--- src/rtl/core/egcd_pkg.sv ---
// ----------------------------------------------------------------------------
// egcd_pkg
// Shared constants and types for the extended GCD block.
// ----------------------------------------------------------------------------
package egcd_pkg;

  // Default operand width
  localparam int OPERAND_BITS_DEF = 31;

  // Sequencer states
  typedef enum logic [1:0] {
    ST_IDLE,
    ST_CHK,
    ST_DIV,
    ST_UPD
  } state_t;

  // Control from the sequencer to the divider row
  typedef struct packed {
    logic load;
    logic step;
  } ctl_t;

endpackage

--- src/rtl/core/egcd_cell.sv ---
// ----------------------------------------------------------------------------
// egcd_cell
// One bit slice of the restoring divider: holds one remainder bit and one
// dividend/quotient bit, and passes both to its upper neighbor each step.
// ----------------------------------------------------------------------------
module egcd_cell (
  input  logic            clk,
  input  egcd_pkg::ctl_t  ctl,
  input  logic            num_load,
  input  logic            rem_in,
  input  logic            num_in,
  input  logic            dvs,
  input  logic            bin,
  input  logic            qbit,
  output logic            rem,
  output logic            num,
  output logic            bout
);

  logic diff;

  // Subtract the divisor bit with borrow ripple
  assign diff = rem_in ^ dvs ^ bin;
  assign bout = (~rem_in & (dvs | bin)) | (dvs & bin);

  // Load a new dividend or shift one position per step
  always_ff @(posedge clk) begin
    if (ctl.load) begin
      rem <= 1'b0;
      num <= num_load;
    end else if (ctl.step) begin
      rem <= qbit ? diff : rem_in;
      num <= num_in;
    end
  end

endmodule

--- src/rtl/core/egcd_divrow.sv ---
// ----------------------------------------------------------------------------
// egcd_divrow
// Row of bit-slice cells forming a radix-2 restoring divider. One quotient
// bit per step, most significant first; it shifts into the dividend row.
// ----------------------------------------------------------------------------
module egcd_divrow #(
  parameter int W = egcd_pkg::OPERAND_BITS_DEF
) (
  input  logic            clk,
  input  egcd_pkg::ctl_t  ctl,
  input  logic [W-1:0]    dividend,
  input  logic [W-1:0]    divisor,
  output logic [W-1:0]    remainder,
  output logic            qbit
);

  logic [W-1:0] rem;
  logic [W-1:0] num;
  logic [W-1:0] bout;
  logic [W-1:0] rem_in;
  logic [W-1:0] num_in;
  logic [W-1:0] bin;

  // Shifted partial remainder fits once its top bit or no final borrow
  assign qbit = rem[W-1] | ~bout[W-1];

  // Chain the cells
  assign rem_in[0] = num[W-1];
  assign num_in[0] = qbit;
  assign bin[0]    = 1'b0;

  genvar i;
  generate
    for (i = 1; i < W; i++) begin : g_link
      assign rem_in[i] = rem[i-1];
      assign num_in[i] = num[i-1];
      assign bin[i]    = bout[i-1];
    end
    for (i = 0; i < W; i++) begin : g_cell
      egcd_cell u_cell (
        .clk      (clk),
        .ctl      (ctl),
        .num_load (dividend[i]),
        .rem_in   (rem_in[i]),
        .num_in   (num_in[i]),
        .dvs      (divisor[i]),
        .bin      (bin[i]),
        .qbit     (qbit),
        .rem      (rem[i]),
        .num      (num[i]),
        .bout     (bout[i])
      );
    end
  endgenerate

  assign remainder = rem;

endmodule

--- src/rtl/core/extended_gcd.sv ---
// ----------------------------------------------------------------------------
// extended_gcd
// Extended Euclidean algorithm: gcd of a and b with Bezout coefficients.
// ----------------------------------------------------------------------------
// An item is taken when start is high and busy is low. Each Euclid step runs
// a check state that loads the bit-slice divider row, then divide states (one
// quotient bit each), then an update state; the item ends in a check state
// that finds the current remainder zero. The result is shown for one cycle
// with done high and cannot be held off; the next item may start on the edge
// that ends the done cycle.
module extended_gcd #(
  parameter int OPERAND_BITS = egcd_pkg::OPERAND_BITS_DEF
) (
  input  logic                    clk,
  input  logic                    rst,
  input  logic                    start,
  output logic                    busy,
  input  logic [OPERAND_BITS-1:0] first_operand,
  input  logic [OPERAND_BITS-1:0] second_operand,
  output logic                    done,
  output logic [OPERAND_BITS-1:0] divisor,
  output logic signed [OPERAND_BITS:0] coeff_first,
  output logic signed [OPERAND_BITS:0] coeff_second
);

  localparam int W  = OPERAND_BITS;
  localparam int CW = $clog2(W);

  egcd_pkg::state_t state, state_next;
  egcd_pkg::ctl_t   ctl;

  logic [W-1:0]  r_old, r_cur;
  logic [W:0]    s_old, s_cur, t_old, t_cur;
  logic [W:0]    ps, pt;
  logic [CW-1:0] cnt;
  logic [W-1:0]  rem;
  logic          qbit;
  logic          take, finish, last;

  assign take   = start & (state == egcd_pkg::ST_IDLE);
  assign finish = (state == egcd_pkg::ST_CHK) & (r_cur == '0);
  assign last   = (cnt == CW'(W - 1));

  // Sequencer state register
  always_ff @(posedge clk) begin
    if (rst) state <= egcd_pkg::ST_IDLE;
    else     state <= state_next;
  end

  // Next state and control
  always_comb begin
    state_next = state;
    ctl.load   = 1'b0;
    ctl.step   = 1'b0;
    busy       = 1'b1;
    case (state)
      egcd_pkg::ST_IDLE: begin
        busy = 1'b0;
        if (start) state_next = egcd_pkg::ST_CHK;
      end
      egcd_pkg::ST_CHK: begin
        if (r_cur == '0) begin
          state_next = egcd_pkg::ST_IDLE;
        end else begin
          ctl.load   = 1'b1;
          state_next = egcd_pkg::ST_DIV;
        end
      end
      egcd_pkg::ST_DIV: begin
        ctl.step = 1'b1;
        if (last) state_next = egcd_pkg::ST_UPD;
      end
      egcd_pkg::ST_UPD: state_next = egcd_pkg::ST_CHK;
      default: state_next = egcd_pkg::ST_IDLE;
    endcase
  end

  egcd_divrow #(.W(W)) u_row (
    .clk       (clk),
    .ctl       (ctl),
    .dividend  (r_old),
    .divisor   (r_cur),
    .remainder (rem),
    .qbit      (qbit)
  );

  // Result strobe
  always_ff @(posedge clk) begin
    if (rst) done <= 1'b0;
    else     done <= finish;
  end

  // Result beat
  always_ff @(posedge clk) begin
    if (finish) begin
      divisor      <= r_old;
      coeff_first  <= s_old;
      coeff_second <= t_old;
    end
  end

  // Step counter
  always_ff @(posedge clk) begin
    if (rst)           cnt <= '0;
    else if (ctl.load) cnt <= '0;
    else if (ctl.step) cnt <= cnt + CW'(1);
  end

  // Remainders and coefficients: load, accumulate q*s and q*t, update
  always_ff @(posedge clk) begin
    if (take) begin
      r_old <= first_operand;
      r_cur <= second_operand;
      s_old <= (W+1)'(1);
      s_cur <= '0;
      t_old <= '0;
      t_cur <= (W+1)'(1);
    end else if (ctl.load) begin
      ps <= '0;
      pt <= '0;
    end else if (ctl.step) begin
      ps <= {ps[W-1:0], 1'b0} + (qbit ? s_cur : '0);
      pt <= {pt[W-1:0], 1'b0} + (qbit ? t_cur : '0);
    end else if (state == egcd_pkg::ST_UPD) begin
      r_old <= r_cur;
      r_cur <= rem;
      s_old <= s_cur;
      s_cur <= s_old - ps;
      t_old <= t_cur;
      t_cur <= t_old - pt;
    end
  end

endmodule

--- config.mk ---
export PLATFORM = sky130hd
export DESIGN_NAME = extended_gcd
export DESIGN_NICKNAME = d
export VERILOG_FILES = /design/src/rtl/core/egcd_pkg.sv /design/src/rtl/core/egcd_cell.sv /design/src/rtl/core/egcd_divrow.sv /design/src/rtl/core/extended_gcd.sv
export SDC_FILE = /design/constraint.sdc
export NUM_CORES = 1
export LEC_CHECK = 0
export ABC_AREA = 0
export BUFFER_PORTS_ARGS = -buffer_cell sky130_fd_sc_hd__buf_4
export CAP_MARGIN = 20
export CORE_MARGIN = 3
export CORE_UTILIZATION = 40
export CTS_BUF_LIST = sky130_fd_sc_hd__clkbuf_16
export CTS_CLUSTER_SIZE = 16
export DETAILED_ROUTE_END_ITERATION = 12
export PLACE_DENSITY = 0.69
export SLEW_MARGIN = 20
export SYNTH_ARGS = -nofsm -noshare
export SYNTH_HDL_FRONTEND = slang
export SYNTH_SLANG_ARGS = --single-unit
--- constraint.sdc ---
create_clock -name clk -period 17.6 [get_ports clk]
set_clock_uncertainty 0.15 [all_clocks]
set_input_delay 4.4 -clock clk [delete_from_list [all_inputs] [get_ports clk]]
set_output_delay 4.4 -clock clk [all_outputs]
set_load 0.02 [all_outputs]
==> summary by stage <==
Worst setup path
Measured in cells, the most critical reg-to-reg path has a length of 42. The path type of the worst setup path is reg2reg. For the worst setup path, the data arrival time is 17130 ps.

The largest individual stage delay along the critical path comes from the cell sky130_fd_sc_hd__or4_1. The minimum setup slack among reg-to-reg paths is 670 ps. The longest individual stage delay on the worst path is roughly 500 ps. The worst setup path is launched from a flop.

STA classifies the critical path endpoint as a flop. STA puts the critical path data required time at 17810 ps. The startpoint identified for the worst register-to-register timing path is r_cur[0]$_DFFE_PP_.

In this run the critical register-to-register path is captured at pt[30]$_SDFFCE_PP0P_. Following the worst setup path forward leads to its endpoint at pt[30]$_SDFFCE_PP0P_. Along the worst path, the maximum fanout reaches 56. The origin of the worst setup path is r_cur[0]$_DFFE_PP_. In this design, the critical path's most frequently occurring cell is sky130_fd_sc_hd__fa_1.

Power
In this run the static leakage power is 10.65 nW. Summing internal, switching and leakage power gives approximately 2.5 mW. The power density over the cells is between 90 and 100 nW/um2. IR analysis of the VDD net gives a maximum drop of roughly 0.000067 V.

Clocking
After clock tree synthesis, the clock-pin slew on the worst setup and hold paths is 60 ps. The hold buffer count at cts is 0. The clock tree from TritonCTS is built. The buffer depth of the longest clock path is 3. The later pin in the worst-skew pair is clocked with a latency of 600 ps. The H-tree was split into 2 levels. The number of clock buffers added by TritonCTS is 47. The number of clock sinks seen by CTS is approximately 420. The number of setup buffers added after CTS is 0. After clock tree synthesis, the repair step resized 0 gates.

The root buffer cell is sky130_fd_sc_hd__clkbuf_16.

Hold path
The worst hold path was traced through 0 stages. The min-delay analysis places its worst path in the category reg2reg.

Floorplan
The site row count is 87. The die covers 60430 um2. The floorplan core area is 56600 um2.

The initial core utilization is 40.64%. The die is 245.8 um wide. Pin placement for this block handled 162 I/O pins.

The vertical die dimension is 245.8 um.

Outcome
The flow ran to the end, and the final reports show no timing, DRC or antenna violations.

Cells and area
In the final layout, the multi-input gates occupy 11200 um2. The non-filler instance count after layout is 3275. Across the whole layout, storage elements account for 10910 um2. The layout net count is 2710. Measured on the finished design, the core utilization comes to a little under half. The area growth from synthesis to layout is 14.81%. The most frequent standard cell in the layout excluding fill and tap cells is sky130_fd_sc_hd__nand2_1. The total of fill cells in the finished design is 5276. The repair_antennas step left the layout with diodes totalling 0.

The fraction of final layout cells with drive strength greater than 1 is ~11%. In the layout the commonest cells are sky130_fd_sc_hd__nand2_1 (325), sky130_fd_sc_hd__nor2_1 (266), sky130_fd_sc_hd__edfxtp_1 (252).

Logic synthesis
The number of instances in the synthesized netlist is 2371. The most used flip-flop cell after synthesis is sky130_fd_sc_hd__edfxtp_1. Synthesis inferred 419 register bits. Sequential cells were found to cover 47.43% of the synthesized design area. Synthesis instantiated 82 different standard cells from the library. The number of enable-type register cells in the synthesized netlist is 252. A synthesized cell averages 9.702 um2. Yosys attributes the largest share of cell area to sky130_fd_sc_hd__edfxtp_1 (33%), sky130_fd_sc_hd__dfxtp_1 (15%), sky130_fd_sc_hd__ha_1 (7.1%).

The top cell type's share of synthesized area is 32.89%. During synthesis, Yosys emitted a total of 0 warnings. The mapped cell area is 23000 um2. The post-synthesis cell type with the largest combined area is sky130_fd_sc_hd__edfxtp_1.

The fraction of synthesis flops using an asynchronous set or reset pin is 0%. When the netlist entered floorplanning its net count stood at 2601.

STA
The worst slew margin relative to its limit is between 30% and 40%. The setup-violating endpoint count in the final report is 0. After routing, the total negative slack on setup checks comes to 0 ps. The slew at the pin closest to its max-slew limit is 932.9 ps. Based on the critical path, the design can be clocked at up to between 0.05 and 0.06 GHz. The count of final hold-check violations is 0. The post-layout minimum cycle time is 16930 ps. The portion of the clock cycle consumed by the worst path in the final layout is a little over nine tenths. Setup repair after global routing left no endpoint under its margin. The number of pins exceeding their max-slew limit in the final report was 0.

Route
The total via count in the routed design is roughly 17000. The wire length after detailed routing is a little under 60 mm. The via-per-instance ratio is 5.321.

After detailed routing, the number of remaining DRC violations is 0. The post-detailed-route wirelength per cell is approximately 18 um. For this block, wires on met1 add up to 26.55 mm.

The top layer reached by signal wires is met5. The number of antenna-violating nets in the routed design is 0. The first routing iteration left 1177 violations.

The first-pass detailed-route iteration total is 5. After detailed routing, the met2 layer carries between 20 and 30 mm of wire. The total met3 wirelength after detailed routing is 3.010 mm.

Placement
The congestion estimate from routability-driven global placement came to 0.8793. The HPWL after detailed placement is just over 40 mm. Counting tap cells, the placed design contains a total of 3186 instances. In this run the tool buffered the top-level ports with 161 buffer cells.

Global route
The number of antenna violations at the first check in global routing is 2. The maximum number of pins on one net before global-route repair is 79. The global-route wire length before repair is 91.54 mm.

The via count of the first global-routing pass is 17137. The remaining global-route overflow is 0. The total routing resource utilization after global routing is a little under a fifth.

Job
The number of maximum-capacitance constraint violations is 0.
## power breakdown
group          internal (mW)  switching, mW
Sequential              1.14         0.0494
Clock                  0.547          0.426
Combinational          0.129          0.251
Total                   1.81          0.726
## worst max-delay path, delay by kind of cell, from the launching register on
family,cells,cell delay (ps)
DFF,1,410
and+or+nand+nor,6,1630
adders and majority gates,32,13460
AOI/OAI and AO/OA,4,980
## layout make-up
class,instances,share of cell area [%]
repair buffers,178,5.107
clock inverters,40,1.289
multi-input cells,1709,42.39
well taps,756,3.581
clock buffers,48,4.548
flip-flops and latches,419,41.31
inverters,125,1.776
## metrics by stage
stage	hold slack (ps)	setup slack, ps	cell area, um2
floorplan	258.2	1202	23000
detailed placement	286.4	710.9	24850
global placement	288.2	893.0	24850
finish	304.6	674.7	26410
global route	319.6	121.4	26410
CTS	302.2	633.0	26390
## cell usage after synthesis, types with 21 or more instances
library cell and instances:
sky130_fd_sc_hd__nand2_1 326, sky130_fd_sc_hd__nor2_1 267, sky130_fd_sc_hd__edfxtp_1 252, sky130_fd_sc_hd__dfxtp_1 167, sky130_fd_sc_hd__a21oi_1 164, sky130_fd_sc_hd__ha_1 131, sky130_fd_sc_hd__inv_1 125, sky130_fd_sc_hd__o21ai_0 120
sky130_fd_sc_hd__mux2i_1 112, sky130_fd_sc_hd__clkbuf_1 101, sky130_fd_sc_hd__and2_1 74, sky130_fd_sc_hd__xnor2_1 57, sky130_fd_sc_hd__xor2_1 47, sky130_fd_sc_hd__a21o_1 44, sky130_fd_sc_hd__nand3_1 36, sky130_fd_sc_hd__nand4_1 36
sky130_fd_sc_hd__fa_1 34, sky130_fd_sc_hd__a211oi_1 21
## worst min path at each step
stage	slack (ps)	start	end
after floorplan	260	s_old[0]$_SDFFE_PP1P_	coeff_first[0]$_DFFE_PP_
after global placement	290	r_old[20]$_DFFE_PP_	divisor[20]$_DFFE_PP_
after detailed placement	290	r_old[19]$_DFFE_PP_	divisor[19]$_DFFE_PP_
after CTS	300	r_old[2]$_DFFE_PP_	divisor[2]$_DFFE_PP_
after global routing	320	r_old[1]$_DFFE_PP_	divisor[1]$_DFFE_PP_
final	300	r_old[19]$_DFFE_PP_	divisor[19]$_DFFE_PP_
## per-layer routing
metal	vias to the layer above	GRT usage [%]
met1	8351	25.55
met4	2	6.669
met5	-	0
met3	106	2.868
li1	8533	-
met2	435	30.40
## registers in the layout, indices dropped and copies added (netlist names)
name / cells
state: 2
coeff_first: 32
u_row.g_cell.u_cell.num: 31
s_old: 32
coeff_second: 32
pt: 32
u_row.g_cell.u_cell.rem: 31
t_old: 32
r_cur: 31
r_old: 31
ps: 32
t_cur: 32
cnt: 5
divisor: 31
s_cur: 32
done: 1
## kinds of logic after synthesis
logic type / Yosys count / share of synthesized area, %
and+or+nand+nor: 840 / 16.28
xor gates and xnor gates: 104 / 3.960
adders and majority gates: 165 / 10.08
DFF: 419 / 47.43
muxes: 113 / 4.922
buffers and inverters: 243 / 4.155
AOI/OAI and AO/OA: 487 / 13.17
(Power assumes the default switching activity.)
